$ cat config.mk
export PLATFORM = sky130hd
export DESIGN_NAME = tds_queue
export DESIGN_NICKNAME = d
export VERILOG_FILES = /design/src/rtl/tds_median_compensated_meter_unit_macros.svh /design/src/rtl/tds_pkg.sv /design/src/rtl/tds_queue.sv
export SDC_FILE = /design/constraint.sdc
export NUM_CORES = 1
export LEC_CHECK = 0
export ABC_AREA = 1
export BUFFER_PORTS_ARGS = -buffer_cell sky130_fd_sc_hd__buf_2
export CAP_MARGIN = 30
export CORE_ASPECT_RATIO = 1.4
export CORE_MARGIN = 2
export CORE_UTILIZATION = 45
export CTS_CLUSTER_DIAMETER = 100
export DETAILED_ROUTE_END_ITERATION = 10
export GPL_ROUTABILITY_DRIVEN = 0
export PLACE_DENSITY_LB_ADDON = 0.3
export REMOVE_ABC_BUFFERS = 1
export SLEW_MARGIN = 40
export SYNTH_ARGS = -nofsm -noshare
export SYNTH_HDL_FRONTEND = slang
export SYNTH_SLANG_ARGS = --single-unit
$ cat constraint.sdc
create_clock -name clk -period 1.6 [get_ports clk]
set_input_delay 0.32 -clock clk [delete_from_list [all_inputs] [get_ports clk]]
set_output_delay 0.32 -clock clk [all_outputs]
set_load 0.005 [all_outputs]
$ cat src/rtl/tds_median_compensated_meter_unit_macros.svh
// Assertion macros for the TDS meter top level.
// No dependencies.
`ifndef TDS_MEDIAN_COMPENSATED_METER_UNIT_MACROS_SVH
`define TDS_MEDIAN_COMPENSATED_METER_UNIT_MACROS_SVH
// implication checked every clock, quiet in reset
`define TDS_ASSERT_IMP(label, ante, cons, msg) \
  label: assert property (@(posedge clk) disable iff (!rst_n) (ante) |-> (cons)) else $error(msg);
// next-cycle implication
`define TDS_ASSERT_NXT(label, ante, cons, msg) \
  label: assert property (@(posedge clk) disable iff (!rst_n) (ante) |=> (cons)) else $error(msg);
`endif

$ cat src/rtl/tds_pkg.sv
// Shared types and constants for the TDS meter.
// No dependencies.
`default_nettype none
package tds_pkg;
  localparam int unsigned SAMPLE_COUNT_DEF = 32;
  localparam int unsigned MV_W  = 12;
  localparam int unsigned CNT_W = 16;
  localparam int unsigned TMP_W = 11;
  localparam int unsigned TDS_W = 16;
  localparam int unsigned CFG_IDX_W = 2;
  localparam logic [CFG_IDX_W-1:0] REG_SAMPLE = 2'd0;
  localparam logic [CFG_IDX_W-1:0] REG_REPORT = 2'd1;
  localparam logic [CFG_IDX_W-1:0] REG_TEMP   = 2'd2;
  localparam logic [CNT_W-1:0] SAMPLE_IV_RST = 16'd40;
  localparam logic [CNT_W-1:0] REPORT_IV_RST = 16'd800;
  localparam logic [TMP_W-1:0] TEMP_RST      = 11'd250;
  localparam logic [23:0] COEF_A = 24'd8743813;
  localparam logic [23:0] COEF_B = 24'd16768041;
  localparam logic [25:0] COEF_C = 26'd56189911;
  localparam logic [19:0] VOLT_MAX = 20'hFFFFF;
  // front -> back: one report request
  typedef struct packed {
    logic [MV_W-1:0] median;
  } tds_job_t;
endpackage
`default_nettype wire

$ cat src/rtl/tds_queue.sv
// Two-entry queue between front and back.
// Depends on tds_pkg.
`default_nettype none
module tds_queue (
  input  wire logic              clk,
  input  wire logic              rst_n,
  input  wire logic              wr_valid,
  output logic                   wr_ready,
  input  tds_pkg::tds_job_t      wr_data,
  output logic                   rd_valid,
  input  wire logic              rd_ready,
  output tds_pkg::tds_job_t      rd_data
);
  import tds_pkg::*;
  tds_job_t mem_r [2];
  logic wp_r, rp_r;
  logic [1:0] cnt_r;
  logic wr, rd;
  assign wr_ready = cnt_r != 2'd2;
  assign rd_valid = cnt_r != 2'd0;
  assign rd_data = mem_r[rp_r];
  assign wr = wr_valid && wr_ready;
  assign rd = rd_valid && rd_ready;
  always_ff @(posedge clk) begin
    if (wr) mem_r[wp_r] <= wr_data;
    if (!rst_n) begin
      wp_r <= 1'b0; rp_r <= 1'b0; cnt_r <= '0;
    end else begin
      if (wr) wp_r <= ~wp_r;
      if (rd) rp_r <= ~rp_r;
      cnt_r <= cnt_r + {1'b0, wr} - {1'b0, rd};
    end
  end
endmodule
`default_nettype wire

After elaboration in Yosys (flattened, before gate mapping)
Memory sizes are Yosys's and may differ from the RTL's. A register that Yosys moved wholly into a read port is not among the register bits.
Index checks and enable logic that the tools add are counted.
{"block": "word_totals", "ff_bits": 4, "latchBits": 0, "ramBits": 24, "romBits": 0, "input_bits": 16, "out_inout_bits": 14, "word_cells": 16, "memories": 1}
{"memory": "mem_r", "words": 2, "width": 12, "read_ports": 1, "rd_clocked_by_memory_dff": 1, "wr": 1, "line_no": "tds_queue.sv:15", "rtl": "tds_job_t mem_r [2];"}
{"block": "op_classes", "add_sub_neg": 2, "multipliers": 0, "n_div": 0, "n_lt_le_gt_ge": 0, "eq_ne": 1, "n_shift": 0, "n_mux": 4, "n_bitwise": 2, "reduce_logical": 3}
{"operator": "$mux 1", "n": 4}
{"operator": "$add 2x1->2", "n": 1}
{"operator": "$logic_and 1x1->1", "n": 2}
{"operator": "$ne 2x2->1 const B", "n": 1}
{"operator": "$not 1->1", "n": 2}
{"operator": "$reduce_bool 2->1", "n": 1}
{"operator": "$sub 2x1->2", "n": 1}

Longest topological paths before layout
{"block": "depth", "ltp_word": 4, "ltp_mapped": 11, "depth_no_buf": 11}

Worst setup path before layout
No wires, ideal clock.
{"block": "synth_timing", "path_kind": "reg2reg", "from": "register cnt_r[0]", "to": "memory mem_r[0][0] (netlist bit) (enable)", "setup_time_ns": 0.380, "arrival_time_ns": 1.111, "required_time_ns": 1.220, "setup_slack_ns": 0.108, "stages_incl_launch_ff": 5, "path_buffers": 0, "synth_period_minus_slack_ns": 1.492, "cell_sequence": "dfxtp_1 inv_1 nand2_1 nand2_1 nor2_1"}
{"block": "synth_via", "elab_chain_len": 4}
{"item": "start: declaration", "line_no": "tds_queue.sv:17", "rtl": "logic [1:0] cnt_r;"}
{"item": "start signal: assignment", "line_no": "tds_queue.sv:31", "rtl": "cnt_r <= cnt_r + {1'b0, wr} - {1'b0, rd};"}
{"item": "$ne 2x2->1", "line_no": "tds_queue.sv:19", "rtl": "assign wr_ready = cnt_r != 2'd2;"}
{"item": "named net wr_ready", "line_no": "tds_queue.sv:8", "rtl": "output logic wr_ready,"}
{"item": "$logic_and 1x1->1", "line_no": "tds_queue.sv:22", "rtl": "assign wr = wr_valid && wr_ready;"}
{"item": "$mux 1", "line_no": "tds_queue.sv:25", "rtl": "if (wr) mem_r[wp_r] <= wr_data;"}
{"item": "$mux 1 (not written as such)", "line_no": "tds_queue.sv:25"}
{"item": "end: declaration", "line_no": "tds_queue.sv:15"}
The timed path passes the listed nets, and every way through them passes these cells.

==> flow_metrics.env <==
export IMPL_maxCapViolations=0
export IMPL_cp_data_required_time_ps=1280
export IMPL_cp_top_family="flip-flops"
export IMPL_powerDensity_mw_per_mm2=1510
export IMPL_min_path_type="primary input to flop"
export IMPL_seq_area_frac_synth_pct=71.7
export IMPL_worstPathArrival_ps=1260
export IMPL_finClkSkew_ps=8.52
export IMPL_setup_viol=0
export IMPL_cp_num_cells=3
export IMPL_worstSetupStartpointType="flop"
export IMPL_ys_types=11
export IMPL_htree_levels=2
export IMPL_first_iter_violations=8
export IMPL_worst_hold_slack_ps=193
export IMPL_clock_latency_ps=310
export IMPL_grt_pass1_vias=650
export IMPL_final_instance_count_excl_fill=146
export IMPL_synth_top_cell_by_area="edfxtp_1"
export IMPL_cts_setup_buffers=0
export IMPL_ys_ff_latch=29
export IMPL_syn_area_per_cell_um2=15.7
export IMPL_clock_fmax_mhz=634
export IMPL_die_x_um=46.6
export IMPL_finalCriticalPeriod_ps=1580
export IMPL_p_total_mw=2.33
export IMPL_yosysWarnings=0
export IMPL_use_met3_pct=7.45
export IMPL_rows=21
export IMPL_core_mm2=0.00242
export IMPL_io_buffers=29
export IMPL_cp_num_buf_inv=2
export IMPL_cts_hold_buf=0
export IMPL_busiest_layer="met2"
export IMPL_dr_pass1_iters=5
export IMPL_rsz0062_at_grt="yes"
export IMPL_critical_path_class="flop to output port"
export IMPL_yosys_top_cells_area="edfxtp_1 (63%), mux2_4 (13%), dfxtp_1 (8.7%)"
export IMPL_ys_async_sr_fraction_pct=0
export IMPL_dieArea_mm2=0.00297
export IMPL_initial_core_util_pct=47.4
export IMPL_clkSinkCount=29
export IMPL_grtUsageMet1_pct=11.1
export IMPL_drtAntennaViolNets=0
export IMPL_finalCritPeriodShare_pct=98.5
export IMPL_worst_slack_ps=23.4
export IMPL_synth_top_cell_area_share_pct=63.0
export IMPL_r2r_worst_path_cells=9
export IMPL_worstPathCellList="buf_12 -> mux2_4 -> buf_6"
export IMPL_synth_edf_count=24
export IMPL_die_y_um=63.7
export IMPL_io_pins=30
export IMPL_worstMarginPinSlew_ps=443
export IMPL_drive_gt1_share_pct=50.9
export IMPL_netlist_top_cells_count="edfxtp_1 (24), mux2_4 (10), nand2_1 (9)"
export IMPL_synthesis_area_mm2=0.00114
export IMPL_synthFlopType="edfxtp_1"
export IMPL_numCtsBuffers=5
export IMPL_clkTransAtPathRegs_ps=90
export IMPL_hold_viol_final=0
export IMPL_grt_start_max_net_pins=13
export IMPL_use_met2_pct=23.3
export IMPL_cts_tree="done"
export IMPL_route_detailed_drc=0
export IMPL_critPathMaxFanout=6
export IMPL_max_stage_delay_ps=390
export IMPL_nets=129
export IMPL_grt_pass1_wl_um=2600
export IMPL_grtUsageTotal_pct=13.3
export IMPL_routed_via_density=4.64
export IMPL_vias=677
export IMPL_synth_most_common_cell="edfxtp_1"
export IMPL_cp_end_kind="output port"
export IMPL_clk_path_buf_depth=2
export IMPL_clockRootBuffer="clkbuf_4"
export IMPL_min_path_cells=1
export IMPL_status="completed"
export IMPL_drv_slew=0
export IMPL_hpwl_um=1240
export IMPL_wl_um=1760
export IMPL_placed_cells=137
export IMPL_nFillCells=194
export IMPL_dp_slack_ps=92.0
export IMPL_syn_inst=73
export IMPL_max_slew_margin_rel_pct=70.5
export IMPL_avgRoutedWirePerCell_um=12.0
export IMPL_overflow=0
export IMPL_diodes=0
export IMPL_antenna_found_initial=0
export IMPL_syn_to_final_growth_pct=34.5
export IMPL_critPathSlowestCell="dfxtp_4"
export IMPL_power_leakage_nw=0.659
export IMPL_vdd_drop_max_mv=0.935
==> per-layer routing <==
| metal | share of wire (%) | wire length [um] |
|---|---|---|
| met5 | 0 | 0 |
| met4 | 2.2 | 39 |
| met3 | 6.7 | 118 |
| met2 | 56 | 980 |
| met1 | 35 | 617 |
==> worst reg2reg max path: stages, from the launching register on <==
cell and delay, ps:
dfxtp_2 350, nor2_1 150, nor2_2 70, ha_1 280, inv_1 50, ha_1 180
inv_1 50, nand2_1 60, a21oi_1 130, nor2_1 60
==> repair_timing <==
item / CTS / global route
cloned: 1 / 0
pin swaps: 0 / 0
resized for setup: 6 / 15
setup endpoints to repair: 12 / 13
==> power by group <==
| group | internal [mW] | switching (mW) |
|---|---|---|
| registers | 0.973 | 0.0629 |
| clock network | 0.254 | 0.225 |
| logic | 0.480 | 0.331 |
| total | 1.71 | 0.619 |
==> area by class of cell <==
cell class                      instances  area (um2)  area share (%)
Clock buffer                            7        65.1            4.22
Clock inverter                          1        5.00           0.325
Inverter                                7        26.3            1.71
Multi-Input combinational cell         36         299            19.4
Sequential cell                        29         827            53.7
Tap cell                               34        42.5            2.76
Timing Repair Buffer                   32         275            17.9
==> state kept, by name, indices dropped and copies added, names as in the netlist, named ones only <==
| register | cells |
|---|---|
| mem_r | 24 |
| rp_r | 1 |
| wp_r | 1 |
| cnt_r | 2 |
==> stage by stage <==
| step | util, % | setup TNS (ps) | instance area (um2) |
|---|---|---|---|
| floorplan | - | 0 | 1130 |
| global placement | 55.8 | 0 | 1350 |
| detailed placement | 55.8 | 0 | 1350 |
| CTS | 60.6 | -2.01 | 1460 |
| global route | 63.7 | -291 | 1540 |
| finish | 63.7 | 0 | 1540 |
==> layout by cell type (no fill, tap or decap), drive strengths merged <==
cell type / netlist / routed
nand3: 3 / 3
nor2: 8 / 8
clkbuf: 0 / 7
edfxtp: 24 / 24
nand2: 9 / 9
dfxtp: 5 / 5
ha: 2 / 2
buf: 1 / 32
inv: 7 / 7
a21oi: 2 / 2
clkinv: 0 / 1
mux2: 12 / 12
==> path summary, 6_finish.rpt <==
path,slack [ps],from,to
max,20,flop,rd_data[0]
min,190,wr_data[5],mem_r[0][5]
max reg2reg,110,cnt_r[1],cnt_r[1]
min reg2reg,510,rp_r,rp_r
==> logic make-up (layout without fill, tap and decap cells) <==
family / Yosys count / count (layout) / synth area share, %
flops: 29 / 29 / 71.7
simple gates: 20 / 20 / 6.88
mux: 12 / 12 / 15.1
buf+inv: 8 / 47 / 3.28
fa+ha+maj: 2 / 2 / 2.19
compound gates: 2 / 2 / 0.874
Note: power is estimated with default switching activity, not from simulation.
