$ cat src/rtl/tds_median_compensated_meter_unit_macros.svh
// Assertion macros for the TDS meter top level.
// No dependencies.
`ifndef TDS_MEDIAN_COMPENSATED_METER_UNIT_MACROS_SVH
`define TDS_MEDIAN_COMPENSATED_METER_UNIT_MACROS_SVH
// implication checked every clock, quiet in reset
`define TDS_ASSERT_IMP(label, ante, cons, msg) \
  label: assert property (@(posedge clk) disable iff (!rst_n) (ante) |-> (cons)) else $error(msg);
// next-cycle implication
`define TDS_ASSERT_NXT(label, ante, cons, msg) \
  label: assert property (@(posedge clk) disable iff (!rst_n) (ante) |=> (cons)) else $error(msg);
`endif

$ cat src/rtl/tds_pkg.sv
// Shared types and constants for the TDS meter.
// No dependencies.
`default_nettype none
package tds_pkg;
  localparam int unsigned SAMPLE_COUNT_DEF = 32;
  localparam int unsigned MV_W  = 12;
  localparam int unsigned CNT_W = 16;
  localparam int unsigned TMP_W = 11;
  localparam int unsigned TDS_W = 16;
  localparam int unsigned CFG_IDX_W = 2;
  localparam logic [CFG_IDX_W-1:0] REG_SAMPLE = 2'd0;
  localparam logic [CFG_IDX_W-1:0] REG_REPORT = 2'd1;
  localparam logic [CFG_IDX_W-1:0] REG_TEMP   = 2'd2;
  localparam logic [CNT_W-1:0] SAMPLE_IV_RST = 16'd40;
  localparam logic [CNT_W-1:0] REPORT_IV_RST = 16'd800;
  localparam logic [TMP_W-1:0] TEMP_RST      = 11'd250;
  localparam logic [23:0] COEF_A = 24'd8743813;
  localparam logic [23:0] COEF_B = 24'd16768041;
  localparam logic [25:0] COEF_C = 26'd56189911;
  localparam logic [19:0] VOLT_MAX = 20'hFFFFF;
  // front -> back: one report request
  typedef struct packed {
    logic [MV_W-1:0] median;
  } tds_job_t;
endpackage
`default_nettype wire

$ cat src/rtl/tds_front.sv
// Front: tick counters, sample ring and serial median search.
// Depends on tds_pkg.
`default_nettype none
module tds_front #(
  parameter int unsigned SampleCount = tds_pkg::SAMPLE_COUNT_DEF
) (
  input  wire logic                      clk,
  input  wire logic                      rst_n,
  input  wire logic                      in_valid,
  output logic                           in_ready,
  input  wire logic [tds_pkg::MV_W-1:0]  in_adc,
  input  wire logic [tds_pkg::CNT_W-1:0] sample_iv,
  input  wire logic [tds_pkg::CNT_W-1:0] report_iv,
  output logic                           job_valid,
  input  wire logic                      job_ready,
  output tds_pkg::tds_job_t              job
);
  import tds_pkg::*;
  localparam int unsigned IW = (SampleCount > 1) ? $clog2(SampleCount) : 1;
  localparam int unsigned CW = $clog2(SampleCount + 1);
  localparam logic [CW-1:0] LO_RANK = CW'((SampleCount - 1) / 2);
  localparam logic [CW-1:0] HI_RANK = CW'(SampleCount / 2);
  localparam logic [IW-1:0] LAST = IW'(SampleCount - 1);

  typedef enum logic [2:0] {S_IDLE, S_RD, S_CMP, S_NEXT, S_OUT} st_t;
  st_t st_r;
  logic [MV_W-1:0] ring [SampleCount];
  logic [IW-1:0] wpos_r, ci_r, cj_r;
  logic full_r;
  logic [CNT_W-1:0] se_r, re_r;
  logic [MV_W-1:0] rd_r, cand_r, lo_r, hi_r;
  logic [CW-1:0] less_r, leq_r;
  logic lo_ok_r, hi_ok_r;
  logic last_r;
  logic [MV_W-1:0] rd_med;
  logic [CNT_W:0] se_n, re_n;
  logic s_fire, r_fire;
  logic [MV_W:0] msum;

  // candidate holds rank k when less <= k < leq (final entry included)
  function automatic logic lo_cnt_hit(input logic [CW-1:0] less, input logic [CW-1:0] leq,
                                      input logic [MV_W-1:0] x, input logic [MV_W-1:0] c,
                                      input logic [CW-1:0] k);
    logic [CW-1:0] l2, q2;
    l2 = less + ((x < c) ? 1'b1 : 1'b0);
    q2 = leq + ((x <= c) ? 1'b1 : 1'b0);
    return (l2 <= k) && (k < q2);
  endfunction

  assign in_ready = (st_r == S_IDLE);
  assign se_n = {1'b0, se_r} + 1'b1;
  assign re_n = {1'b0, re_r} + 1'b1;
  assign s_fire = se_n > {1'b0, sample_iv};
  assign r_fire = re_n > {1'b0, report_iv};
  assign msum = {1'b0, lo_r} + {1'b0, hi_r};
  assign job_valid = (st_r == S_OUT);
  assign job.median = (SampleCount % 2 == 1) ? lo_r : msum[MV_W:1];

  // ring memory: one write, one registered read
  always_ff @(posedge clk) begin
    if (in_valid && in_ready && s_fire) ring[wpos_r] <= in_adc;
    rd_med <= ring[cj_r];
  end

  // rank search: each candidate i counts entries below / not above it
  always_ff @(posedge clk) begin
    if (!rst_n) begin
      st_r <= S_IDLE; wpos_r <= '0; full_r <= 1'b0; se_r <= '0; re_r <= '0;
      ci_r <= '0; cj_r <= '0; lo_ok_r <= 1'b0; hi_ok_r <= 1'b0; last_r <= 1'b0;
    end else begin
      unique case (st_r)
        S_IDLE: begin
          if (in_valid) begin
            se_r <= s_fire ? '0 : se_n[CNT_W-1:0];
            re_r <= r_fire ? '0 : re_n[CNT_W-1:0];
            if (s_fire) begin
              wpos_r <= (wpos_r == LAST) ? '0 : wpos_r + 1'b1;
              if (wpos_r == LAST) full_r <= 1'b1;
            end
            if (r_fire && (full_r || (s_fire && wpos_r == LAST))) begin
              st_r <= S_RD; ci_r <= '0; cj_r <= '0;
              lo_ok_r <= 1'b0; hi_ok_r <= 1'b0;
            end
          end
        end
        S_RD: begin
          // candidate read issued at ci; scan restarts from entry zero
          cj_r <= '0;
          st_r <= S_CMP;
        end
        S_CMP: begin
          cand_r <= rd_med; less_r <= '0; leq_r <= '0;
          last_r <= (cj_r == LAST);
          if (cj_r != LAST) cj_r <= cj_r + 1'b1;
          st_r <= S_NEXT;
        end
        S_NEXT: begin
          // rd_med holds the registered read of the previously addressed entry
          if (rd_med < cand_r) less_r <= less_r + 1'b1;
          if (rd_med <= cand_r) leq_r <= leq_r + 1'b1;
          if (!last_r) begin
            last_r <= (cj_r == LAST);
            if (cj_r != LAST) cj_r <= cj_r + 1'b1;
          end else begin
            if (!lo_ok_r && lo_cnt_hit(less_r, leq_r, rd_med, cand_r, LO_RANK)) begin
              lo_r <= cand_r; lo_ok_r <= 1'b1;
            end
            if (!hi_ok_r && lo_cnt_hit(less_r, leq_r, rd_med, cand_r, HI_RANK)) begin
              hi_r <= cand_r; hi_ok_r <= 1'b1;
            end
            if (ci_r != LAST) begin
              ci_r <= ci_r + 1'b1; cj_r <= ci_r + 1'b1; st_r <= S_RD;
            end else begin
              cj_r <= '0; st_r <= S_OUT;
            end
          end
        end
        S_OUT: begin
          if (job_ready) st_r <= S_IDLE;
        end
        default: st_r <= S_IDLE;
      endcase
    end
  end
endmodule
`default_nettype wire

$ cat config.mk
export PLATFORM = sky130hd
export DESIGN_NAME = tds_front
export DESIGN_NICKNAME = d
export VERILOG_FILES = /design/src/rtl/tds_median_compensated_meter_unit_macros.svh /design/src/rtl/tds_pkg.sv /design/src/rtl/tds_front.sv
export SDC_FILE = /design/constraint.sdc
export NUM_CORES = 1
export LEC_CHECK = 0
export ABC_AREA = 1
export BUFFER_PORTS_ARGS = -buffer_cell sky130_fd_sc_hd__buf_2
export CAP_MARGIN = 20
export CORE_UTILIZATION = 35
export CTS_BUF_LIST = sky130_fd_sc_hd__clkbuf_16
export DETAILED_ROUTE_END_ITERATION = 8
export PLACE_DENSITY = 0.48
export RECOVER_POWER = 50
export SLEW_MARGIN = 20
export SYNTH_ARGS = -nofsm -noshare
export SYNTH_HDL_FRONTEND = slang
export SYNTH_SLANG_ARGS = --single-unit
$ cat constraint.sdc
create_clock -name clk -period 7.2 [get_ports clk]
set_clock_uncertainty 0.1 [all_clocks]
set_input_delay 0.72 -clock clk [delete_from_list [all_inputs] [get_ports clk]]
set_output_delay 0.72 -clock clk [all_outputs]
set_load 0.01 [all_outputs]
Yosys cells after proc, flatten, opt, wreduce, memory -nomap -nowiden
Memories as Yosys holds them, arrays and structs flattened. A register that Yosys moved wholly into a read port is not among the register bits.
Index checks and enable logic that the tools add are counted.
{"block": "totals", "register_bits": 102, "ram_bits": 384, "out_inout_bits": 14, "wordCells": 115, "mem_count": 1}
{"block": "classes", "add_sub_neg": 10, "n_lt_le_gt_ge": 8, "eq_ne": 17, "muxes": 36, "n_reduce_logical": 28}
{"memory": "ring", "depth": 32, "word_bits": 12, "read_ports": 1, "rd_clocked_by_memory_dff": 1, "write_ports": 1, "line_no": "tds_front.sv:27", "text": "logic [MV_W-1:0] ring [SampleCount];"}
{"operator": "$mux W5", "count": 8}
{"operator": "$add A16 B1 Y17 const B", "count": 2}
{"operator": "$gt A17 B16 Y1", "count": 2}
{"operator": "$mux W16", "count": 2}
{"operator": "$pmux W6 S2", "count": 2}
{"operator": "$pmux W5 S4", "count": 1}
{"operator": "$reduce_and A4 Y1", "count": 4}
{"operator": "$add A5 B1 Y5 const B", "count": 3}
{"operator": "$mux W3", "count": 5}
{"operator": "$pmux W3 S5", "count": 1}
{"operator": "$reduce_and A5 Y1", "count": 3}
{"operator": "$ne A2 B2 Y1 const B", "count": 7}
{"operator": "$add A12 B12 Y13", "count": 1}
{"operator": "$add A6 B1 Y6", "count": 2}
{"operator": "$add A6 B1 Y6 const B", "count": 2}
{"operator": "$le A12 B12 Y1", "count": 1}
{"operator": "$lt A12 B12 Y1", "count": 1}
{"operator": "$mux W6", "count": 2}
{"operator": "$reduce_and A3 Y1", "count": 4}
{"operator": "$mux W1", "count": 11}
{"operator": "$eq A5 B5 Y1 const B", "count": 2}
{"operator": "$ne A5 B5 Y1 const B", "count": 2}
{"operator": "$pmux W5 S2", "count": 1}
{"operator": "$logic_and A1 B1 Y1", "count": 8}
{"operator": "15 further kinds", "count": 22}

Longest topological paths before layout
Gate-level depths: netlist (run 1).
{"block": "logic_depth", "ltp_word": 9, "ltp_mapped": 26, "mapped_depth_nobuf": 25}

Worst setup path after synthesis (run 1)
Ideal clock, no wire load.
{"block": "synth_path", "path_type": "register to register", "from": "reg se_r[0]", "to": "mem ring[28][0] (enable)", "setup_ns": 0.380, "t_arrival_ns": 3.124, "t_required_ns": 6.720, "setup_slack_ns": 3.596, "stages_incl_launch_ff": 22, "path_buffers": 0, "period_less_slack_ns": 3.604, "cell_sequence": "dfxtp_1 -> ha_1 -> nand2_1 -> nor2_2 -> nand3_2 -> nor3_4 -> nand2_1 -> nor2_1 -> xor2_1 -> ha_1 -> nand2_1 -> nor2_1 -> nand2_1 -> nor2_1 -> a21oi_1 -> nand2_1 -> nand2_1 -> nand2_1 -> nand2_2 -> inv_2 -> nand2_1 -> nor2_1"}
{"block": "synth_via", "elab_chain_len": 5}
{"element": "start, declared", "line_no": "tds_front.sv:30", "text": "logic [CNT_W-1:0] se_r, re_r;"}
{"element": "start signal, assigned", "line_no": "tds_front.sv:74", "text": "se_r <= s_fire ? '0 : se_n[CNT_W-1:0];"}
{"element": "$add A16 B1 Y17", "line_no": "tds_front.sv:51", "text": "assign se_n = {1'b0, se_r} + 1'b1;"}
{"element": "$gt A17 B16 Y1", "line_no": "tds_front.sv:53", "text": "assign s_fire = se_n > {1'b0, sample_iv};"}
{"element": "$logic_and A1 B1 Y1", "line_no": "tds_front.sv:61", "text": "if (in_valid && in_ready && s_fire) ring[wpos_r] <= in_adc;"}
{"element": "$mux W1", "line_no": "tds_front.sv:61"}
{"element": "$mux W1 (not written as such)", "line_no": "tds_front.sv:61"}
{"element": "end, declared", "line_no": "tds_front.sv:27"}
Every way passes these cells.

==> results of run 1 <==
worst reg2reg max path: stages, from the launching register on:
cell and delay [ps]:
sky130_fd_sc_hd__dfxtp_1 1210, sky130_fd_sc_hd__clkbuf_1 2130, sky130_fd_sc_hd__o21ai_0 410, sky130_fd_sc_hd__o221ai_1 490
sky130_fd_sc_hd__nand3_1 200, sky130_fd_sc_hd__o21ai_1 130, sky130_fd_sc_hd__nor2_1 60, sky130_fd_sc_hd__a31oi_1 430
power by group through the flow:
stage                     Clock [mW]  Combinational (mW)  Sequential [mW]
after floorplan                    0               0.925             3.33
after global placement             0                1.29             3.39
after detailed placement           0                1.30             3.39
after CTS                       2.96                1.30             3.33
after global routing            3.05                1.44             3.35
final                           2.89                1.29             3.33
path summary, 6_finish.rpt:
path                 to  cells after the start
min           cand_r[0]                      0
max          rd_med[10]                      7
max reg2reg  rd_med[10]                      7
min reg2reg   cand_r[0]                      0
layer usage:
metal  wire [um]  track usage (%)  vias to the layer above
met1       26850            26.19                     7299
li1            -                -                     7028
met2       28160            30.87                      458
met4        1877            6.498                        0
met5           0                0                        -
met3        3463            2.796                      105
layout by cell type (no fill, tap or decap), types with 11 or more instances in the layout:
| master | netlist | final |
|---|---|---|
| sky130_fd_sc_hd__xnor2_1 | 17 | 17 |
| sky130_fd_sc_hd__edfxtp_1 | 432 | 432 |
| sky130_fd_sc_hd__nor3_1 | 12 | 12 |
| sky130_fd_sc_hd__nand2_1 | 175 | 175 |
| sky130_fd_sc_hd__a32oi_1 | 11 | 11 |
| sky130_fd_sc_hd__o21ai_0 | 224 | 224 |
| sky130_fd_sc_hd__o221ai_1 | 71 | 71 |
| sky130_fd_sc_hd__xor2_1 | 26 | 26 |
| sky130_fd_sc_hd__inv_1 | 141 | 150 |
| sky130_fd_sc_hd__nor2_1 | 339 | 336 |
| sky130_fd_sc_hd__dfxtp_1 | 66 | 64 |
| sky130_fd_sc_hd__a21oi_1 | 76 | 76 |
| sky130_fd_sc_hd__clkbuf_1 | 88 | 22 |
| sky130_fd_sc_hd__ha_1 | 71 | 71 |
| sky130_fd_sc_hd__clkbuf_16 | 0 | 55 |
| sky130_fd_sc_hd__nand4_1 | 21 | 21 |
| sky130_fd_sc_hd__o22ai_1 | 28 | 28 |
| sky130_fd_sc_hd__clkinv_2 | 0 | 12 |
| sky130_fd_sc_hd__nand3_1 | 59 | 59 |
| sky130_fd_sc_hd__buf_2 | 3 | 41 |
| sky130_fd_sc_hd__a31oi_1 | 15 | 15 |
cells by family (layout without fill, tap and decap cells):
group	Yosys count	count (layout)	share of synthesized area, %
buf+inv	246	324	4.322
compound gates	444	444	12.08
flops	498	498	65.57
fa+ha+maj	72	72	4.167
xor+xnor	43	43	1.728
simple gates	634	634	12.13
metrics by stage:
| stage | power (mW) | hold slack, ps | utilization (%) |
|---|---|---|---|
| 3_3_place_gp | 4.679 | 319.1 | 37.15 |
| 3_5_place_dp | 4.691 | 320.9 | 37.15 |
| 2_1_floorplan | 4.256 | 308.2 | - |
| 5_1_grt | 7.838 | 335.7 | 40.09 |
| 4_1_cts | 7.588 | 334.8 | 40.15 |
| 6_report | 7.516 | 333.2 | 40.09 |
flip-flops by register name (all words and copies together) (netlist names), 3 cells and up:
register  count
ring        384
leq_r         6
se_r         16
re_r         16
hi_r         12
st_r          3
less_r        6
cand_r       12
cj_r          5
ci_r          5
lo_r         12
rd_med       12
wpos_r        5
layout make-up:
type                       instances  share of cell area (%)
clock inverter                    45                   1.915
clock buffer                      55                   5.573
sequential                       498                   57.90
timing repair buffer              73                   1.469
multi-input combinational       1193                   26.59
tap                              837                   4.241
inverter                         151                   2.315
==> impl_summary.txt, run 1 <==
----------------------------------------------------
[Run status]
  Outcome ... complete, but fails checks
  Violated checks ... max-capacitance violations, max-slew violations

[Clock network]
  Cell at the root of the clock tree ... sky130_fd_sc_hd__clkbuf_16
  Clock insertion delay at the later pin of the skew report ... 600 ps
  TritonCTS clock tree ... built
  H-tree depth ... 2
  Post-cts sizing count ... 0
  Total clock buffers created by CTS ... 54
  Clock-pin transition on the worst setup and hold timing paths ... 60 ps
  Hold-fix buffer count after cts ... 0
  Number of clock sinks seen by CTS ... 498
  Clock Path Buffers ... 3
  Post-CTS setup repair buffer count ... 0

[Setup path]
  Element type at the critical path start ... register
  Crit path buf inv count ... 1
  Cell at the slowest stage of the critical path ... sky130_fd_sc_hd__clkbuf_1
  Worst Path Max Fanout ... 63
  Required arrival time at the worst endpoint ... 7520 ps
  Critical Path Start ... cj_r[1]
  Source of the worst register-to-register timing path ... cj_r[1]
  Top delay family on crit path ... buffers and inverters
  Largest stage delay on the critical path ... 2110 ps
  Startpoint-to-endpoint class of the critical path ... reg -> reg
  CP cell instances ... clkbuf_1 > o21ai_0 > o221ai_1 > nand3_1 > o21ai_1 > nor2_1 > a31oi_1
  Setup slack of the most critical reg-to-reg path ... 1860 ps
  Arrival time at the worst endpoint ... 5660 ps
  Kind of capture point of the worst setup path ... register

[Synthesis]
  Top cell types by occurrence after synthesis ... sky130_fd_sc_hd__edfxtp_1 (432), sky130_fd_sc_hd__nor2_1 (339), sky130_fd_sc_hd__o21ai_0 (224)
  Asr flop ratio synth ... 0%
  Top flip-flop cell by instance count after synthesis ... sky130_fd_sc_hd__edfxtp_1
  Synth Register Bits ... 498
  Cells after Synth ... 1937
  Cells taking the most area after synthesis ... sky130_fd_sc_hd__edfxtp_1 (60%), sky130_fd_sc_hd__dfxtp_1 (6.1%), sky130_fd_sc_hd__nor2_1 (5.8%), sky130_fd_sc_hd__o21ai_0 (5.1%), sky130_fd_sc_hd__ha_1 (4.1%)
  Cell accounting for the most synthesized area ... sky130_fd_sc_hd__edfxtp_1
  Number of flops mapped to enable cells by yosys ... 432
  Fraction of the yosys area taken by sequential cells ... 65.57%
  Syn nets ... 2057
  Avg Inst Size Synth ... 11.25 um^2
  Yosys cell types ... 45
  Ys Warns ... 0
  Share of Yosys cell area claimed by the top area cell type ... 59.51%
  Top-count cell post-synth ... sky130_fd_sc_hd__edfxtp_1
  Mapped Area ... 21800 um^2

[Pwr]
  Fraction of power consumed by sequential logic ... 44.4%
  Internal power summed over all cells ... 5.330 mW
  Net load switching power ... 2.186 mW
  Switch share ... 29.09%
  Total power density per cell area ... 304.3 nW/um^2
  Leakage power total ... 8.711 nW
  Combinational power share ... 17.2%
  Part of the power in the clock network ... 38.5%
  Worst-case vdd ir drop ... 164.7 uV

[Place]
  Half-perimeter wire length after placement ... 37680 um
  Final weighted congestion in routability-driven placement ... 0.8564
  Worst setup slack after placement ... 2362 ps
  Post-DP Area ... 22880 um^2
  Placed instance count ... 2752
  Buffers on Ports ... 61

[Timing]
  Time the final worst path needs with I/O delays and setup ... 5344 ps
  Max-Slew Margin vs Limit ... -92.27%
  Setup violations, final ... 0
  Setup repair after global routing missed its margin ... no
  Final Worst Setup Slack ... 1856 ps
  Pins Over Slew Limit ... 460
  Transition time of the tightest slew-check pin ... 2884 ps
  FMAX ... 187.1 MHz
  Accumulated negative setup slack ... 0 ps
  Hold Fails Final Rpt ... 0
  Fin crit share ... 74.22%

[Detailed routing]
  Routed length per placed instance ... 21.16 um
  Number of design-rule violations left by the first detailed-router iteration ... 1233
  Remaining DRCs ... 0
  Total number of vias ... 14890
  Via density per instance ... 5.221
  Number of nets with antenna violations after detailed routing ... 0
  Count of TritonRoute iterations in the first routing pass ... 6
  Total length of routed wires ... 60350 um

[Global routing]
  Vias in the first global route ... 14700
  Leftover overflow at the end of global routing ... 0
  Wire length of the first global-routing pass ... 91170 um
  Antenna violations before repair ... 0
  Maximum number of pins on one net before global-route repair ... 136
  Overall fraction of global-route tracks in use ... 19.08%

[Floorplan]
  Die extent in x ... 251.6 um
  Top-level I/O count ... 62
  Number of cell rows ... 91
  Die area ... 63290 um^2
  Die Ht ... 251.6 um
  Initial core utilization ... 35.39%
  Core box area ... 61600 um^2

[Finish]
  Area taken by multi-input logic gates ... 6566 um^2
  Net count reported at finish ... 2091
  Number of diodes added for antenna fixing ... 0
  Count of fill cells added during filler insertion ... 5826
  Cell area after layout ... 24700 um^2
  Storage cell area ... 14300 um^2
  Final cell count without fillers ... 2852
  Share of cells above drive strength 1 ... 8.387%
  Synthesis-to-layout area growth ... 13.29%

[Run]
  MaxCap Viol Count ... 13

[Min path]
  Startpoint of the most critical hold path ... rd_med[0]
  Worst hold path class ... reg -> reg

----------------------------------------------------
(Power assumes the default switching activity.)
==> run 2, diff against run 1 <==
--- a/config.mk
+++ b/config.mk
@@ -11,7 +11,7 @@
 export CORE_UTILIZATION = 35
 export CTS_BUF_LIST = sky130_fd_sc_hd__clkbuf_16
 export DETAILED_ROUTE_END_ITERATION = 8
-export PLACE_DENSITY = 0.48
+export PLACE_DENSITY = 0.5
 export RECOVER_POWER = 50
 export SLEW_MARGIN = 20
 export SYNTH_ARGS = -nofsm -noshare
==> constraint.sdc (replaced) <==
create_clock -name clk -period 4.6 [get_ports clk]
set_clock_uncertainty 0.1 [all_clocks]
set_input_delay 0.46 -clock clk [delete_from_list [all_inputs] [get_ports clk]]
set_output_delay 0.46 -clock clk [all_outputs]
set_load 0.01 [all_outputs]
==> impl_summary.txt, run 2 (same netlist as run 1, synthesis figures left out) <==
----------------------------------------------------
[Run status]
  Outcome ... complete, but fails checks (unchanged)
  Violated checks ... max-capacitance violations, max-slew violations (unchanged)

[Clock network]
  H-tree depth ... 2 (unchanged)
  Post-CTS setup repair buffer count ... 0 (unchanged)
  Number of clock sinks seen by CTS ... 498 (unchanged)
  Hold-fix buffer count after cts ... 0 (unchanged)
  Post-cts sizing count ... 0 (unchanged)
  Clock Path Buffers ... 3 (unchanged)
  TritonCTS clock tree ... built (unchanged)
  Cell at the root of the clock tree ... sky130_fd_sc_hd__clkbuf_16 (unchanged)
  Clock-pin transition on the worst setup and hold timing paths ... 60 ps (about the same)
  Clock insertion delay at the later pin of the skew report ... 620 ps (was 600 ps)
  Total clock buffers created by CTS ... 54 (unchanged)

[Pwr]
  Worst-case vdd ir drop ... 268.5 uV (was 164.7 uV)
  PnR Total Power ... 11.78 mW (was 7.516 mW)
  Leakage power total ... 8.959 nW (was 8.711 nW)
  Total power density per cell area ... 469.5 nW/um^2 (was 304.3 nW/um^2)

[Finish]
  Number of diodes added for antenna fixing ... 0 (unchanged)
  Biggest regs ... ring x384, re_r x16, se_r x16 (unchanged)
  Commonest cells after routing, fill and taps aside ... sky130_fd_sc_hd__edfxtp_1 (432), sky130_fd_sc_hd__nor2_1 (340), sky130_fd_sc_hd__o21ai_0 (224) (was sky130_fd_sc_hd__edfxtp_1 (432), sky130_fd_sc_hd__nor2_1 (336), sky130_fd_sc_hd__o21ai_0 (224))
  Synthesis-to-layout area growth ... 15.06% (was 13.29%)
  Most frequent standard cell in the layout excluding fill and tap cells ... sky130_fd_sc_hd__edfxtp_1 (unchanged)
  Register with the most flip-flops ... ring (unchanged)
  Max reg flops ... 384 (unchanged)
  Net count reported at finish ... 2133 (was 2091)
  Share of cells above drive strength 1 ... 10.30% (was 8.387%)

[Place]
  Final weighted congestion in routability-driven placement ... 0.8357 (was 0.8564)
  Half-perimeter wire length after placement ... 35960 um (was 37680 um)
  Buffers on Ports ... 61 (unchanged)

[Detailed routing]
  Total number of vias ... 14840 (was 14890)
  Number of design-rule violations left by the first detailed-router iteration ... 1389 (was 1233)
  Remaining DRCs ... 0 (unchanged)
  Number of nets with antenna violations after detailed routing ... 0 (unchanged)
  Count of TritonRoute iterations in the first routing pass ... 5 (was 6)
  Routed length per placed instance ... 19.70 um (was 21.16 um)
  Via density per instance ... 5.123 (was 5.221)
  Total length of routed wires ... 57050 um (was 60350 um)

[Floorplan]
  Number of cell rows ... 91 (unchanged)
  Initial core utilization ... 35.39% (unchanged)
  Die area ... 63290 um^2 (unchanged)
  Top-level I/O count ... 62 (unchanged)
  Die extent in x ... 251.6 um (unchanged)
  Core box area ... 61600 um^2 (unchanged)
  Die Ht ... 251.6 um (unchanged)

[Global routing]
  Leftover overflow at the end of global routing ... 0 (unchanged)
  Antenna violations before repair ... 1 (was 0)
  Maximum number of pins on one net before global-route repair ... 101 (was 136)
  Vias in the first global route ... 14330 (was 14700)
  Wire length of the first global-routing pass ... 87170 um (was 91170 um)
  Overall fraction of global-route tracks in use ... 18.03% (was 19.08%)

[Timing]
  Transition time of the tightest slew-check pin ... 2337 ps (was 2884 ps)
  Max-Slew Margin vs Limit ... -55.79% (was -92.27%)
  Accumulated negative setup slack ... 0 ps (unchanged)
  Fin crit share ... 93.64% (was 74.22%)
  FMAX ... 232.1 MHz (was 187.1 MHz)
  Pins Over Slew Limit ... 448 (was 460)
  Setup violations, final ... 0 (unchanged)
  Hold Fails Final Rpt ... 0 (unchanged)
  Time the final worst path needs with I/O delays and setup ... 4308 ps (was 5344 ps)
  Setup repair after global routing missed its margin ... no (unchanged)

[Min path]
  Worst hold path stage count ... 4 (was 0)
  Worst hold path class ... in -> reg (was reg -> reg)

[Setup path]
  Kind of capture point of the worst setup path ... register (unchanged)
  Reg2Reg Depth ... 7 (unchanged)
  Element type at the critical path start ... register (unchanged)
  Required arrival time at the worst endpoint ... 4950 ps (was 7520 ps)
  Arrival time at the worst endpoint ... 4660 ps (was 5660 ps)
  Worst Path Max Fanout ... 51 (was 63)
  Setup slack of the most critical reg-to-reg path ... 290 ps (was 1860 ps)
  Startpoint-to-endpoint class of the critical path ... reg -> reg (unchanged)

[Run]
  MaxCap Viol Count ... 13 (unchanged)

----------------------------------------------------
## run 2: cell count changes in the layout (fill, tap and decap cells not counted), sizes merged
cell	before	now
clkbuf	77	73
clkinvlp	3	5
clkinv	22	23
inv	161	162
bufinv	10	9
buf	51	96
## run 2: area by class of cell
cell class                 count  area [um^2]
clock inverter                48        506.7
fill                        5908        36520
multi-input combinational   1193         6561
clock buffer                  54         1351
tap                          837         1047
timing repair buffer         115        742.0
inverter                     151        571.8
sequential                   498        14300
## run 2: metrics by stage
step	instance area (um^2)	util, %	std cells	worst slack [ps]	hold WS [ps]
2_1_floorplan	21800	-	1937	996.2	308.2
3_3_place_gp	23260	37.77	2794	509.0	317.6
3_5_place_dp	23260	37.77	2794	508.8	319.6
4_1_cts	25120	40.78	2896	479.2	63.04
5_1_grt	25080	40.72	2896	48.88	79.39
6_report	25080	40.72	2896	292.4	88.00
## run 2: per-layer routing
layer	vias up	part of all wire [%]	global-route usage, %
met3	72	5.9	3.570
met5	-	0.019	0
met1	7223	47	25.54
met4	2	1.7	3.955
li1	7111	-	-
met2	429	46	28.51
## run 2: final timing paths
path	start	endpoint
setup reg to reg	cj_r[1]	rd_med[10]
hold reg to reg	rd_med[0]	cand_r[0]
hold / removal	job_ready	st_r[2]
setup / recovery	cj_r[1]	rd_med[10]
## run 2: critical path, stage by stage, from the launching register on
cell and delay, ps:
sky130_fd_sc_hd__dfxtp_4 680, sky130_fd_sc_hd__clkbuf_1 1670, sky130_fd_sc_hd__o21ai_0 320, sky130_fd_sc_hd__o221ai_1 490
sky130_fd_sc_hd__nand3_1 240, sky130_fd_sc_hd__o21ai_1 140, sky130_fd_sc_hd__nor2_1 70, sky130_fd_sc_hd__a31oi_1 420
## run 2: report_power, final
part,internal (mW),switching [mW]
combinational,0.609,1.47
clock,2.66,1.84
sequential,5.06,0.127
==> run 3, diff against run 2 <==
--- a/config.mk
+++ b/config.mk
@@ -11,7 +11,8 @@
 export CORE_UTILIZATION = 35
 export CTS_BUF_LIST = sky130_fd_sc_hd__clkbuf_16
 export DETAILED_ROUTE_END_ITERATION = 8
-export PLACE_DENSITY = 0.5
+export GPL_ROUTABILITY_DRIVEN = 0
+export PLACE_DENSITY = 0.48
 export RECOVER_POWER = 50
 export SLEW_MARGIN = 20
 export SYNTH_ARGS = -nofsm -noshare
==> constraint.sdc (replaced) <==
create_clock -name clk -period 5 [get_ports clk]
set_clock_uncertainty 0.1 [all_clocks]
set_input_delay 0.5 -clock clk [delete_from_list [all_inputs] [get_ports clk]]
set_output_delay 0.5 -clock clk [all_outputs]
set_load 0.01 [all_outputs]
==> impl_summary.txt, run 3 (same netlist as run 1, synthesis figures left out) <==
----------------------------------------------------
[Run status]
  Outcome ... complete, but fails checks (unchanged)
  Violated checks ... max-capacitance violations, max-slew violations (unchanged)

[Detailed routing]
  Number of nets with antenna violations after detailed routing ... 0 (unchanged)
  Via density per instance ... 5.099 (was 5.123)
  Length of routed met3 wiring ... 3143 um (was 3347 um)
  Met2 Wirelength ... 26530 um (was 26100 um)
  Count of TritonRoute iterations in the first routing pass ... 5 (unchanged)
  Remaining DRCs ... 0 (unchanged)
  Total length of routed wires ... 57660 um (was 57050 um)
  Number of design-rule violations left by the first detailed-router iteration ... 1121 (was 1389)
  Total number of vias ... 14740 (was 14840)
  Routed length per placed instance ... 19.95 um (was 19.70 um)
  Top Layer Used ... met4 (was met5)
  DRT met1 WL ... 26340 um (was 26650 um)

[Setup path]
  Startpoint-to-endpoint class of the critical path ... reg -> reg (unchanged)
  Cell type with the highest occurrence count on the critical path ... sky130_fd_sc_hd__nand2_1
  Required arrival time at the worst endpoint ... 5220 ps (was 4950 ps)
  CP cell instances ... ha_1 > nand2_1 > nor2_2 > nand3_2 > nor3_4 > nand2_1 > nor2_1 > xor2_1 > ha_1 > nand2_1 > nor2_1 > nand2_1 > nor2_1 > a21oi_1 > nand2_1 > nand2_1 > nand2_1 > nand2_2 > inv_2 > nand2_1 > nor2_1 > buf_4 (was clkbuf_1 > o21ai_0 > o221ai_1 > nand3_1 > o21ai_1 > nor2_1 > a31oi_1)
  Worst Path Max Fanout ... 12 (was 51)
  Crit path buf inv count ... 2 (was 1)
  Top delay family on crit path ... simple AND/OR/NAND/NOR gates (was buffers and inverters)
  Largest stage delay on the critical path ... 420 ps (was 1670 ps)
  Kind of capture point of the worst setup path ... register (unchanged)
  Arrival time at the worst endpoint ... 4370 ps (was 4660 ps)
  Cell at the slowest stage of the critical path ... sky130_fd_sc_hd__dfxtp_1 (was sky130_fd_sc_hd__clkbuf_1)
  Element type at the critical path start ... register (unchanged)

[Global routing]
  Maximum number of pins on one net before global-route repair ... 196 (was 101)
  Antenna violations before repair ... 0 (was 1)
  Leftover overflow at the end of global routing ... 0 (unchanged)
  Overall fraction of global-route tracks in use ... 18.31% (was 18.03%)
  Vias in the first global route ... 14580 (was 14330)
  Wire length of the first global-routing pass ... 87840 um (was 87170 um)

[Floorplan]
  Top-level I/O count ... 62 (unchanged)
  Initial core utilization ... 35.39% (unchanged)
  Number of cell rows ... 91 (unchanged)
  Die area ... 63290 um^2 (unchanged)
  Core box area ... 61600 um^2 (unchanged)
  Die extent in x ... 251.6 um (unchanged)
  Die Ht ... 251.6 um (unchanged)

[Finish]
  Cell area after layout ... 24850 um^2 (was 25080 um^2)
  Number of diodes added for antenna fixing ... 0 (unchanged)
  Max reg flops ... 384 (unchanged)
  Commonest cells after routing, fill and taps aside ... sky130_fd_sc_hd__edfxtp_1 (432), sky130_fd_sc_hd__nor2_1 (340), sky130_fd_sc_hd__o21ai_0 (225) (was sky130_fd_sc_hd__edfxtp_1 (432), sky130_fd_sc_hd__nor2_1 (340), sky130_fd_sc_hd__o21ai_0 (224))
  Count of fill cells added during filler insertion ... 5876 (was 5908)
  Biggest regs ... ring x384, re_r x16, se_r x16 (unchanged)
  Share of cells above drive strength 1 ... 9.742% (was 10.30%)
  Most frequent standard cell in the layout excluding fill and tap cells ... sky130_fd_sc_hd__edfxtp_1 (unchanged)
  Synthesis-to-layout area growth ... 14.00% (was 15.06%)
  Net count reported at finish ... 2130 (was 2133)
  Register with the most flip-flops ... ring (unchanged)

[Clock network]
  H-tree depth ... 2 (unchanged)
  Post-cts sizing count ... 0 (unchanged)
  Total clock buffers created by CTS ... 53 (was 54)
  TritonCTS clock tree ... built (unchanged)
  Post-CTS setup repair buffer count ... 0 (unchanged)
  Hold-fix buffer count after cts ... 0 (unchanged)
  Clock Path Buffers ... 3 (unchanged)
  Cell at the root of the clock tree ... sky130_fd_sc_hd__clkbuf_16 (unchanged)
  Number of clock sinks seen by CTS ... 498 (unchanged)
  Clock insertion delay at the later pin of the skew report ... 620 ps (about the same)
  Clock-pin transition on the worst setup and hold timing paths ... 60 ps (about the same)

[Min path]
  Worst hold path class ... in -> reg (unchanged)

[Timing]
  Max-Slew Margin vs Limit ... -50.24% (was -55.79%)
  Time the final worst path needs with I/O delays and setup ... 4155 ps (was 4308 ps)
  Setup violations, final ... 0 (unchanged)
  Hold Fails Final Rpt ... 0 (unchanged)
  Transition time of the tightest slew-check pin ... 2254 ps (was 2337 ps)
  Accumulated negative setup slack ... 0 ps (unchanged)
  FMAX ... 240.7 MHz (was 232.1 MHz)
  Pins Over Slew Limit ... 592 (was 448)
  Setup repair after global routing missed its margin ... no (unchanged)
  Fin crit share ... 83.11% (was 93.64%)

[Place]
  Buffers on Ports ... 61 (unchanged)
  Half-perimeter wire length after placement ... 36400 um (was 35960 um)
  Post-DP Area ... 23190 um^2 (was 23260 um^2)

[Pwr]
  Worst-case vdd ir drop ... 381.5 uV (was 268.5 uV)
  PnR Total Power ... 10.49 mW (was 11.78 mW)
  Total power density per cell area ... 422.3 nW/um^2 (was 469.5 nW/um^2)
  Leakage power total ... 8.861 nW (was 8.959 nW)

[Run]
  MaxCap Viol Count ... 13 (unchanged)

----------------------------------------------------
-- run 3: changes by cell type in the layout (fill, tap and decap cells not counted), moves of 4 or more --
cell / before / now
sky130_fd_sc_hd__clkinv_1: 10 / 16
sky130_fd_sc_hd__buf_12: 5 / 0
sky130_fd_sc_hd__buf_4: 46 / 50
sky130_fd_sc_hd__bufinv_16: 9 / 5
sky130_fd_sc_hd__clkinvlp_4: 5 / 1
-- run 3: path summary, 6_finish.rpt --
| path | start | end | slack (ps) | cells after the start |
|---|---|---|---|---|
| max reg2reg | se_r[0] | ring[4][0] | 840 | 22 |
| max | se_r[0] | ring[4][0] | 840 | 22 |
| min | job_ready | st_r[2] | 120 | 4 |
| min reg2reg | rd_med[0] | cand_r[0] | 330 | 0 |
-- run 3: final cells by class --
type / count / area, um^2 / area share (%)
clock buffer: 53 / 1326 / 5.337
clock inverter: 45 / 380.4 / 1.531
inverter: 151 / 571.8 / 2.301
multi-input combinational: 1193 / 6556 / 26.38
sequential: 498 / 14300 / 57.54
tap: 837 / 1047 / 4.214
timing repair buffer: 113 / 670.6 / 2.699
-- run 3: routing by layer --
| layer | vias to the layer above | GRT usage [%] |
|---|---|---|
| met2 | 352 | 29.31 |
| met5 | - | 0 |
| li1 | 7095 | - |
| met4 | 0 | 6.324 |
| met3 | 89 | 2.982 |
| met1 | 7199 | 25.16 |
-- run 3: where the power goes --
group          internal, mW  total, mW  switching [mW]
Combinational         0.534       1.90            1.36
Clock                  2.19       3.84            1.65
Sequential             4.66       4.75          0.0951
Total                  7.38       10.5            3.11
-- run 3: tightest hold or removal path, stage by stage --
cell and delay, ps:
sky130_fd_sc_hd__buf_2 100, sky130_fd_sc_hd__inv_1 40, sky130_fd_sc_hd__nand2_1 70, sky130_fd_sc_hd__a21oi_1 60
-- run 3: per-stage QoR --
stage / util, % / hold WS, ps / setup slack [ps] / cells
floorplan: - / 308.2 / 1396 / 1937
global placement: 37.65 / 319.8 / 888.7 / 2792
detailed placement: 37.65 / 317.7 / 850.3 / 2792
CTS: 40.42 / 91.41 / 841.1 / 2890
global route: 40.34 / 126.3 / 476.1 / 2890
finish: 40.34 / 117.9 / 844.6 / 2890
